File: src/hdl/smax_pkg.sv
// shared types, constants and exponent tables for the softmax/argmax core
package smax_pkg;

   typedef struct packed {
      logic signed [15:0] logit;
      logic               last;
   } req_type;

   typedef struct packed {
      logic [3:0]  class_index;
      logic [16:0] probability;
      logic [3:0]  best_index;
      logic [16:0] best_probability;
      logic        dropped;
      logic        final_res;
   } rsp_type;

   // exp(-n), n = 0..11, Q1.16
   function automatic logic [16:0] exp_int(input logic [3:0] n);
      logic [16:0] r;
      case (n)
         4'd0: r = 17'd65536;
         4'd1: r = 17'd24109;
         4'd2: r = 17'd8869;
         4'd3: r = 17'd3263;
         4'd4: r = 17'd1200;
         4'd5: r = 17'd442;
         4'd6: r = 17'd162;
         4'd7: r = 17'd60;
         4'd8: r = 17'd22;
         4'd9: r = 17'd8;
         4'd10: r = 17'd3;
         4'd11: r = 17'd1;
         default: r = 17'd0;
      endcase
      return r;
   endfunction

   // exp(-h/16), Q1.16
   function automatic logic [16:0] exp_hi(input logic [3:0] h);
      logic [16:0] r;
      case (h)
         4'd0: r = 17'd65536;  4'd1: r = 17'd61565;
         4'd2: r = 17'd57835;  4'd3: r = 17'd54331;
         4'd4: r = 17'd51039;  4'd5: r = 17'd47947;
         4'd6: r = 17'd45041;  4'd7: r = 17'd42312;
         4'd8: r = 17'd39750;  4'd9: r = 17'd37341;
         4'd10: r = 17'd35079; 4'd11: r = 17'd32954;
         4'd12: r = 17'd30957; 4'd13: r = 17'd29081;
         4'd14: r = 17'd27319; default: r = 17'd25664;
      endcase
      return r;
   endfunction

   // exp(-l/256), Q1.16
   function automatic logic [16:0] exp_lo(input logic [3:0] l);
      logic [16:0] r;
      case (l)
         4'd0: r = 17'd65536;  4'd1: r = 17'd65280;
         4'd2: r = 17'd65026;  4'd3: r = 17'd64772;
         4'd4: r = 17'd64520;  4'd5: r = 17'd64268;
         4'd6: r = 17'd64018;  4'd7: r = 17'd63768;
         4'd8: r = 17'd63520;  4'd9: r = 17'd63272;
         4'd10: r = 17'd63025; 4'd11: r = 17'd62780;
         4'd12: r = 17'd62535; 4'd13: r = 17'd62291;
         4'd14: r = 17'd62048; default: r = 17'd61806;
      endcase
      return r;
   endfunction

endpackage

File: src/hdl/smax_exp.sv
// two-stage table exponent: e = exp(-d) in Q1.16, d in Q8.8
module smax_exp
   import smax_pkg::*;
(
   input  logic        clock,
   input  logic [15:0] diff,
   output logic [16:0] expo
);
   logic [16:0] part_ff, part_in;
   logic [3:0]  lo_ff;
   logic        zero_ff;
   logic [33:0] prod_a, prod_b;

   // stage one: integer part times high fraction
   assign prod_a  = exp_int(diff[11:8]) * exp_hi(diff[7:4]) + 34'd32768;
   assign part_in = prod_a[32:16];

   always_ff @(posedge clock) begin
      part_ff <= part_in;
      lo_ff   <= diff[3:0];
      zero_ff <= (diff[15:8] >= 8'd12);
   end

   // stage two: times low fraction
   assign prod_b = part_ff * exp_lo(lo_ff) + 34'd32768;
   assign expo   = zero_ff ? 17'd0 : prod_b[32:16];
endmodule

File: src/hdl/smax_div.sv
// restoring divider: quo = floor((num * 65536 + den/2) / den), one bit a cycle
module smax_div (
   input  logic        clock,
   input  logic        reset,
   input  logic        go,
   input  logic [16:0] num,
   input  logic [31:0] den,
   output logic        done,
   output logic [16:0] quo
);
   localparam int Nb = 34;
   logic [33:0] dvd_ff, dvd_in;
   logic [32:0] rem_ff, rem_in;
   logic [31:0] den_ff;
   logic [5:0]  cnt_ff, cnt_in;
   logic        run_ff, run_in, done_in;
   logic [32:0] trial;
   logic [33:0] start_val;

   assign start_val = {num, 16'd0} + {3'd0, den[31:1]};
   assign trial     = {rem_ff[31:0], dvd_ff[33]};

   always_comb begin
      dvd_in  = dvd_ff;
      rem_in  = rem_ff;
      cnt_in  = cnt_ff;
      run_in  = run_ff;
      done_in = 1'b0;
      if (go) begin
         dvd_in = start_val;
         rem_in = '0;
         cnt_in = 6'(Nb);
         run_in = 1'b1;
      end else if (run_ff) begin
         // shift in next dividend bit and trial-subtract
         if (trial >= {1'b0, den_ff}) begin
            rem_in = trial - {1'b0, den_ff};
            dvd_in = {dvd_ff[32:0], 1'b1};
         end else begin
            rem_in = trial;
            dvd_in = {dvd_ff[32:0], 1'b0};
         end
         cnt_in = cnt_ff - 6'd1;
         if (cnt_ff == 6'd1) begin
            run_in  = 1'b0;
            done_in = 1'b1;
         end
      end
   end

   always_ff @(posedge clock) begin
      if (reset) begin
         run_ff <= 1'b0;
         done   <= 1'b0;
         cnt_ff <= '0;
      end else begin
         run_ff <= run_in;
         done   <= done_in;
         cnt_ff <= cnt_in;
      end
      dvd_ff <= dvd_in;
      rem_ff <= rem_in;
      if (go) den_ff <= den;
   end

   assign quo = (den_ff == 32'd0) ? 17'd0 : dvd_ff[16:0];
endmodule

File: src/hdl/softmax_argmax_classifier_core.sv
// top level: logit store, exponent pass, division pass and result emission
// each probability is a read of its stored exponent followed by a run of the bit-serial divider
// after the last beat busy stays high until the final result; result beats alternate with S_EMIT states
// synchronous reset clears set state; the logit memory is not cleared
// results carry a strobe and cannot be held off by the receiver
module softmax_argmax_classifier_core
   import smax_pkg::*;
#(
   parameter int MAX_CLASSES = 16
) (
   input  logic    clock,
   input  logic    reset,
   input  logic    start,
   output logic    busy,
   input  req_type req_data,
   output logic    rsp_valid,
   output rsp_type rsp_data
);
   localparam int AW = $clog2(MAX_CLASSES);
   localparam int CW = $clog2(MAX_CLASSES + 1);

   typedef enum logic [5:0] {
      S_LOAD = 6'b000001,
      S_EXP  = 6'b000010,
      S_DIV  = 6'b000100,
      S_DWT  = 6'b001000,
      S_EMIT = 6'b010000,
      S_EWT  = 6'b100000
   } state_type;

   state_type st_ff, st_in;

   // logit and exponent memories
   logic signed [15:0] lmem [MAX_CLASSES];
   logic [16:0]        emem [MAX_CLASSES];
   logic signed [15:0] lrd_ff;
   logic [16:0]        erd_ff;

   logic [CW-1:0] cnt_ff, cnt_in;
   logic          ovf_ff, ovf_in;
   logic signed [15:0] max_ff, max_in;
   logic [31:0]   sum_ff, sum_in;
   logic [CW-1:0] idx_ff, idx_in;   // read pointer
   logic [CW:0]   pipe_ff, pipe_in; // exponent write count; bit 0 flags a running division
   logic [1:0]    vld_ff, vld_in;   // exponent pipe valid
   logic [AW-1:0] widx [3];
   logic [AW-1:0] bidx_ff, bidx_in;
   logic [16:0]   bprob_ff, bprob_in;

   logic          accept;
   logic [15:0]   diff;
   logic [16:0]   expo;
   logic          div_go, div_done;
   logic [16:0]   quo;

   assign busy   = (st_ff != S_LOAD);
   assign accept = start && !busy;
   assign diff   = 16'(max_ff - lrd_ff);

   smax_exp u_exp (.clock(clock), .diff(diff), .expo(expo));
   smax_div u_div (.clock(clock), .reset(reset), .go(div_go), .num(erd_ff),
                   .den(sum_ff), .done(div_done), .quo(quo));

   // memory ports
   always_ff @(posedge clock) begin
      if (accept && cnt_ff < CW'(MAX_CLASSES)) lmem[cnt_ff[AW-1:0]] <= req_data.logit;
      lrd_ff <= lmem[idx_ff[AW-1:0]];
      // exponents land first, probabilities then overwrite them entry by entry
      if (vld_ff[1]) emem[widx[2]] <= expo;
      else if (div_done) emem[widx[0]] <= quo;
      erd_ff <= emem[idx_ff[AW-1:0]];
   end

   // index pipe for exponent writeback (read, lrd, expo) and the entry index for division writeback
   always_ff @(posedge clock) begin
      widx[1] <= idx_ff[AW-1:0];
      widx[2] <= widx[1];
      if (st_ff == S_DIV) widx[0] <= idx_ff[AW-1:0];
   end

   always_comb begin
      st_in    = st_ff;
      cnt_in   = cnt_ff;
      ovf_in   = ovf_ff;
      max_in   = max_ff;
      sum_in   = sum_ff;
      idx_in   = idx_ff;
      pipe_in  = pipe_ff;
      vld_in   = {vld_ff[0], 1'b0};
      bidx_in  = bidx_ff;
      bprob_in = bprob_ff;
      div_go   = 1'b0;
      unique case (st_ff)
         S_LOAD: begin
            if (accept) begin
               if (cnt_ff < CW'(MAX_CLASSES)) begin
                  cnt_in = cnt_ff + 1'b1;
                  if (req_data.logit > max_ff) max_in = req_data.logit;
               end else begin
                  ovf_in = 1'b1;
               end
               if (req_data.last) begin
                  st_in   = S_EXP;
                  idx_in  = '0;
                  pipe_in = '0;
                  sum_in  = '0;
               end
            end
         end
         S_EXP: begin
            // issue reads, accumulate exponents as they emerge
            if (idx_ff < cnt_ff) begin
               vld_in[0] = 1'b1;
               idx_in    = idx_ff + 1'b1;
            end
            if (vld_ff[1]) begin
               sum_in  = sum_ff + 32'(expo);
               pipe_in = pipe_ff + 1'b1;
            end
            if (vld_ff[1] && pipe_ff + 1'b1 == {1'b0, cnt_ff}) begin
               st_in    = S_DIV;
               idx_in   = '0;
               pipe_in  = '0;
               bidx_in  = '0;
               bprob_in = '0;
            end
         end
         S_DIV: begin
            // erd_ff is loaded with entry idx here and holds it in S_DWT
            st_in = S_DWT;
         end
         S_DWT: begin
            if (pipe_ff[0] == 1'b0) begin
               div_go  = 1'b1;
               pipe_in[0] = 1'b1;
            end else if (div_done) begin
               if (quo > bprob_ff || idx_ff == '0) begin
                  bprob_in = quo;
                  bidx_in  = idx_ff[AW-1:0];
               end
               pipe_in[0] = 1'b0;
               idx_in = idx_ff + 1'b1;
               if (idx_ff + 1'b1 == cnt_ff) begin
                  st_in  = S_EMIT;
                  idx_in = '0;
               end else begin
                  st_in = S_DIV;
               end
            end
         end
         S_EMIT: st_in = S_EWT;
         S_EWT: begin
            idx_in = idx_ff + 1'b1;
            if (idx_ff + 1'b1 == cnt_ff) begin
               st_in  = S_LOAD;
               cnt_in = '0;
               ovf_in = 1'b0;
               max_in = 16'sh8000;
               sum_in = '0;
            end else begin
               st_in = S_EMIT;
            end
         end
         default: st_in = S_LOAD;
      endcase
   end

   always_ff @(posedge clock) begin
      if (reset) begin
         st_ff   <= S_LOAD;
         cnt_ff  <= '0;
         ovf_ff  <= 1'b0;
         max_ff  <= 16'sh8000;
         sum_ff  <= '0;
         idx_ff  <= '0;
         pipe_ff <= '0;
         vld_ff  <= '0;
      end else begin
         st_ff   <= st_in;
         cnt_ff  <= cnt_in;
         ovf_ff  <= ovf_in;
         max_ff  <= max_in;
         sum_ff  <= sum_in;
         idx_ff  <= idx_in;
         pipe_ff <= pipe_in;
         vld_ff  <= vld_in;
      end
      bidx_ff  <= bidx_in;
      bprob_ff <= bprob_in;
   end

   // result beat
   assign rsp_valid                 = (st_ff == S_EWT);
   assign rsp_data.class_index      = 4'(idx_ff);
   assign rsp_data.probability      = erd_ff;
   assign rsp_data.best_index       = 4'(bidx_ff);
   assign rsp_data.best_probability = bprob_ff;
   assign rsp_data.dropped          = ovf_ff;
   assign rsp_data.final_res        = (idx_ff + 1'b1 == cnt_ff);

   a_no_start_busy: assert property (@(posedge clock) disable iff (reset)
      rsp_valid |-> busy) else $error("result beat while idle");
   a_cnt_bound: assert property (@(posedge clock) disable iff (reset)
      cnt_ff <= CW'(MAX_CLASSES)) else $error("class count overrun");
   a_final_ends: assert property (@(posedge clock) disable iff (reset)
      rsp_valid && rsp_data.final_res |=> !busy) else $error("set did not close");
endmodule
File: config.mk
export PLATFORM = sky130hd
export DESIGN_NAME = softmax_argmax_classifier_core
export DESIGN_NICKNAME = d
export VERILOG_FILES = /design/src/hdl/smax_pkg.sv /design/src/hdl/smax_exp.sv /design/src/hdl/smax_div.sv /design/src/hdl/softmax_argmax_classifier_core.sv
export SDC_FILE = /design/constraint.sdc
export NUM_CORES = 2
export LEC_CHECK = 0
export BUFFER_PORTS_ARGS = -buffer_cell sky130_fd_sc_hd__clkbuf_2
export CORE_UTILIZATION = 55
export DETAILED_ROUTE_END_ITERATION = 8
export MAX_ROUTING_LAYER = met4
export PLACE_DENSITY = 0.67
export REMOVE_ABC_BUFFERS = 1
export SETUP_SLACK_MARGIN = 0.3
export SLEW_MARGIN = 10
export SYNTH_ARGS = -nofsm -noshare
export SYNTH_HDL_FRONTEND = slang
export SYNTH_HIERARCHICAL = 1
export SYNTH_SLANG_ARGS = --single-unit
File: constraint.sdc
create_clock -name clock -period 9.7 [get_ports clock]
set_clock_uncertainty 0.05 [all_clocks]
set_input_delay 2.91 -clock clock [delete_from_list [all_inputs] [get_ports clock]]
set_output_delay 2.91 -clock clock [all_outputs]
set_load 0.05 [all_outputs]
Word-level counts from Yosys, hierarchy flattened --
Memory sizes are Yosys's and may differ from the RTL's. A register that Yosys moved wholly into a read port is not among the register bits. Cells that the tools add are included.
Word-level totals: bits in registers 218, bits in read-only memories 768, bits in writable memories 540, input port bits 20, logic and storage cells 176, memories kept 6, output and inout port bits 46
Memory list:
- (no name shown) | words 16, bits a word 17, rd ports 1, clocked after memory_dff 0, wr ports 0, RTL line smax_pkg.sv:42 | case (h)
- emem | words 16, bits a word 17, rd ports 1, clocked after memory_dff 1, wr ports 1, RTL line softmax_argmax_classifier_core.sv:35 | logic [16:0] emem [MAX_CLASSES];
- (no name shown) | words 16, bits a word 16, rd ports 1, clocked after memory_dff 1, wr ports 0, RTL line smax_pkg.sv:58 | case (l)
- lmem | words 16, bits a word 16, rd ports 1, clocked after memory_dff 1, wr ports 1, RTL line softmax_argmax_classifier_core.sv:34 | logic signed [15:0] lmem [MAX_CLASSES];
- (no name shown) | words 16, bits a word 15, rd ports 1, clocked after memory_dff 0, wr ports 0, RTL line smax_pkg.sv:21 | case (n)
- widx | words 3, bits a word 4, rd ports 3, clocked after memory_dff 0, wr ports 3, RTL line softmax_argmax_classifier_core.sv:46 | logic [AW-1:0] widx [3];
Operators by class: order comparisons 6, reduce and logical (&&, ||, !) cells 27, add/sub/neg operators 10, mux-type cells 79, bitwise operators 2, $mul 2, equality and inequality tests 23
Operators with widths (count):
- 32-bit 2-to-1 mux | 5
- 17-bit 2-to-1 mux | 7
- 32-bit case mux with 3 select lines | 1
- 34-bit 2-to-1 mux | 2
- 33-bit by 16-bit adder with 33-bit output, second input constant | 2
- 17-bit by 17-bit multiplier with 33-bit output | 2
- 6-bit 2-to-1 mux | 11
- 16-bit 2-to-1 mux | 4
- 5-bit 2-to-1 mux | 12
- 6-bit case mux with 6 select lines | 1
- 33-bit by 31-bit adder with 34-bit output | 1
- 17-bit case mux with 2 select lines | 1
- 33-bit by 32-bit >= comparator with 1-bit output | 1
- 32-bit by 17-bit adder with 32-bit output | 1
- 32-bit zero test | 1
- 16-bit case mux with 2 select lines | 1
- 32-bit subtractor | 1
- 1-bit 2-to-1 mux | 23
- 4-bit 2-to-1 mux | 5
- 5-bit case mux with 2 select lines | 2
- 5-bit case mux with 4 select lines | 1
- 5-bit AND reduction | 4
- 2-bit inequality test, second input constant | 9
- 17-bit > comparator | 1
- 35 further kinds | 50

Longest topological paths before layout --
word-level depth 8, depth in mapped cells 35, gate-level depth less buffers 34

By module --
Netlist, hierarchy kept.
Modules (own cells, without submodules):
- softmax_argmax_classifier_core | times used 1, seq. area each 18888.1 µm², cells an instance 1679, area an instance 28001.9 µm²
- smax_exp | times used 1, seq. area each 620.6 µm², cells an instance 2213, area an instance 19055.8 µm²
- smax_div | times used 1, seq. area each 2782.7 µm², cells an instance 680, area an instance 6677.7 µm²

Worst setup path after synthesis --
Ideal clock, no wire load.
path kind reg-to-reg, start register max_ff[0], end register u_exp.part_ff[15], period minus slack after synthesis 8.135 ns, setup time 0.123 ns, data required time 9.527 ns, setup slack 1.565 ns, buffers on the path 3, data arrival time 7.962 ns, cell stages (with the launch flop) 34, cells stage by stage dfxtp_1 > inv_1 > ha_1 > fa_1 > nor2b_1 > o21ai_0 > a21boi_0 > o21a_1 > nor2_1 > xnor2_1 > clkbuf_1 > clkbuf_1 > nand2_1 > o2bb2ai_1 > clkbuf_1 > nor2_1 > fa_1 > inv_1 > fa_1 > fa_1 > inv_1 > fa_1 > fa_1 > inv_1 > fa_1 > inv_1 > ha_1 > a21o_1 > a21o_1 > a2111oi_0 > o31ai_1 > a21oi_2 > o21bai_1 > xor2_1
On the way: word-level cells in the longest chain between the ends 4, elaborated cells on any way between the ends 5, classes of those cells add/sub: 2; mul: 1; memory: 2
Ends and longest elaborated chain:
- start: declaration | RTL line softmax_argmax_classifier_core.sv:41 | logic signed [15:0] max_ff, max_in;
- start signal: assignment | RTL line softmax_argmax_classifier_core.sv:182 | max_ff <= max_in;
- 16-bit subtractor | RTL line softmax_argmax_classifier_core.sv:58 | assign diff = 16'(max_ff - lrd_ff);
- net diff[6] | RTL line softmax_argmax_classifier_core.sv:51 | logic [15:0] diff;
- memory read 16 x 17 bit
- 17-bit by 17-bit multiplier with 33-bit output | RTL line smax_exp.sv:15 | assign prod_a = exp_int(diff[11:8]) * exp_hi(diff[7:4]) + 34'd32768;
- 33-bit by 16-bit adder with 33-bit output | RTL line smax_exp.sv:15
- net u_exp.prod_a[31] | RTL line smax_exp.sv:12 | logic [33:0] prod_a, prod_b;
- end signal: assignment | RTL line smax_exp.sv:19 | part_ff <= part_in;
- end: declaration | RTL line smax_exp.sv:9 | logic [16:0] part_ff, part_in;
The timed path passes the listed nets, and every way through them passes these cells. A chain may end at the register's enable or synchronous reset.

Worst setup path in the final report --
Same ends and word-level chain as after synthesis.

==> out/qor.yml <==
critical_path:
  criticalPathCategory: "flip-flop to flip-flop"
  crit_buf_inv: 6
  critPathTopFamily: "adder cells"
  worstPathArrival_ns: 9.38
  cp-end-kind: "flip-flop"
  cp-start-kind: "flip-flop"
  required_ns: 10.21
  r2r_cells: 30
  timing.rr.end: "u_exp/part_ff[15]$_DFF_P_"
  path_max_fanout: 10
  cp_common_cell: "fa_1"
  crit_slowest_cell: "fa_1"
  max_stage_delay_ns: 0.55
  r2r_start: "max_ff[0]$_SDFFE_PP0P_"
  regToRegSetupSlack_ns: 0.83
hold_path:
  hold_end: "widx[0][9]$_DFF_P_"
  hp-class: "flip-flop to flip-flop"
  min_from: "widx[0][5]$_DFF_P_"
  holdPathStages: 0
yosys:
  synth_edf_count: 619
  yosys_warnings: 6
  async_reset_ff_share_pct: 0
  avgSynthCellArea_um2: 11.8
  ys_seq_area_share_pct: 41.5
  synth_area_um2: 53700
  synthDistinctLibCells: 102
  ys.flop_type: "edfxtp_1"
  ys_ff_latch: 804
  syn_inst: 4572
sta:
  slew_violations: 0
  finalCritPeriodShare_pct: 91.4
  setup_violations: 0
  min_period_ns: 8.87
  fmax_mhz: 113
  worst_slew_pin_slew_ns: 1.25
  grt_setup_unrepaired: "true"
  relSlewSlack_pct: 16.6
  finalHoldViolCount: 0
clocking:
  cts_tree: "yes"
  cts_max_path_buffers: 3
  cts_hold_buffers: 0
  clk_latency_ns: 0.68
  path_clk_slew_ns: 0.07
  cts_sinks: 804
  root_buffer: "clkbuf_16"
  postCtsSetupBuffers: 0
  ctsResizeCount: 0
  cts_made_buffers: 84
  cts_max_level: 3
routing:
  drtAntennaViolNets: 0
  via_per_inst: 5.74
  via_count: 34200
  drc: 0
  drt_first_pass_iters: 6
  wl_per_cell_um: 20.6
  drt_iter0_drc: 2802
  drt_wl_total_mm: 123
grt:
  antenna_found_initial: 6
  grt_pass1_vias: 34200
  grt_pass1_wl_mm: 195
  grt_start_max_net_pins: 73
  overflow: 0
  track_usage_pct: 26.2
placed_design:
  place_inst: 5807
  place_hpwl_mm: 88.9
  gp_congestion: 0.917
  port_buffers: 65
layout:
  syn2layout_area_growth_pct: 8.65
  layout_common_cells: "inv_1 (697), edfxtp_1 (619), ha_1 (405)"
  drive_above_1_share_pct: 12.2
  final_util_pct: 60.4
  finalNetCount: 5442
  layout_commonest_cell: "inv_1"
  stdcell_count: 5965
die:
  die_w_um: 315
  rows: 114
  die-area_um2: 99000
  initial_core_util_pct: 55.6
  coreArea_um2: 96700
  die_y_um: 315
  io_pins: 66
run_status:
  status: "complete, no violations"
job:
  max-cap-violations: 0
[cell usage after synthesis, drive strengths merged, types with 16 or more instances]
cell type / n / area (um^2)
mux2i: 34 / 340
nor3: 40 / 216
and2: 144 / 901
buf: 51 / 295
mux4: 168 / 3780
nand2: 352 / 1320
or2: 16 / 100
xor2: 50 / 438
a21o: 43 / 323
nor4: 19 / 119
o31ai: 17 / 133
o21ai: 135 / 691
nor2: 334 / 1270
and3: 18 / 113
fa: 400 / 8010
nor2b: 49 / 307
o21bai: 18 / 135
a211oi: 35 / 288
ha: 405 / 5070
a31oi: 20 / 140
nand2b: 23 / 151
nand3: 63 / 320
edfxtp: 619 / 18600
xnor2: 69 / 604
nand4: 23 / 144
inv: 699 / 2620
clkbuf: 124 / 465
o21a: 24 / 180
a21oi: 171 / 916
dfxtp: 185 / 3700
mux2: 53 / 597
or3: 20 / 125
[cell type report]
type,count,area [um^2]
fill,7796,38300
multi-input combinational,2894,28200
sequential,804,22300
inverter,699,2620
clock buffer,106,2280
tap,1276,1600
timing repair buffer,134,843
clock inverter,50,542
antenna,2,5.00
[state kept, by name (all words and copies together) (netlist names), 5 cells and up, named ones only]
name           count
emem             272
lmem             256
u_div/dvd_ff      34
sum_ff            32
u_div/den_ff      32
u_div/rem_ff      32
bprob_ff          17
erd_ff            17
u_exp/part_ff     17
lrd_ff            16
max_ff            16
widx              12
pipe_ff            6
st_ff              6
u_div/cnt_ff       6
cnt_ff             5
idx_ff             5
[routing by layer]
layer  vias to the layer above  wire length (um)  track usage (%)
met1                     17200             56500             38.0
met3                       154              7300             3.15
met5                         -                 0                -
met2                      1038             57000             39.8
li1                      15800                 -                -
met4                         0              2280             6.05
[logic make-up (layout without fill, tap and decap cells)]
family,after synthesis,count (layout),share of synthesized area (%)
AOI/OAI and AO/OA,574,574,7.04
muxes,255,255,8.79
DFF,804,804,41.5
xor gates and xnor gates,119,119,1.94
adders and majority gates,806,806,24.4
and+or+nand+nor,1140,1140,10.1
buffers and inverters,874,989,6.30
other,0,2,0
[worst max-delay path by stage]
stage                                       from                        end  slack [ns]  cells after the start
after floorplan           idx_ff[0]$_SDFFE_PP0P_                rsp_data[0]       -1.36                      6
after global placement                 flip-flop    sum_ff[27]$_SDFFE_PP0P_        0.97                     25
after detailed placement               flip-flop    sum_ff[27]$_SDFFE_PP0P_        0.77                     26
after CTS                              flip-flop    sum_ff[27]$_SDFFE_PP0P_        0.70                     26
after global routing      max_ff[0]$_SDFFE_PP0P_  u_exp/part_ff[15]$_DFF_P_        0.28                     31
final                     max_ff[0]$_SDFFE_PP0P_  u_exp/part_ff[15]$_DFF_P_        0.83                     30
[metrics by stage]
step | setup TNS [ns] | area (um^2) | hold slack [ns] | worst slack (ns)
global route | 0 | 58400 | 0.281 | 0.283
finish | 0 | 58400 | 0.278 | 0.830
CTS | 0 | 58400 | 0.276 | 0.697
floorplan | -1.64 | 53000 | 0.260 | -1.36
detailed placement | 0 | 55500 | 0.264 | 0.765
global placement | 0 | 55500 | 0.261 | 0.972
Power is left out: the tool's default activity adds up to more than one toggle a clock period on the data nets, which glitch-free logic cannot reach.
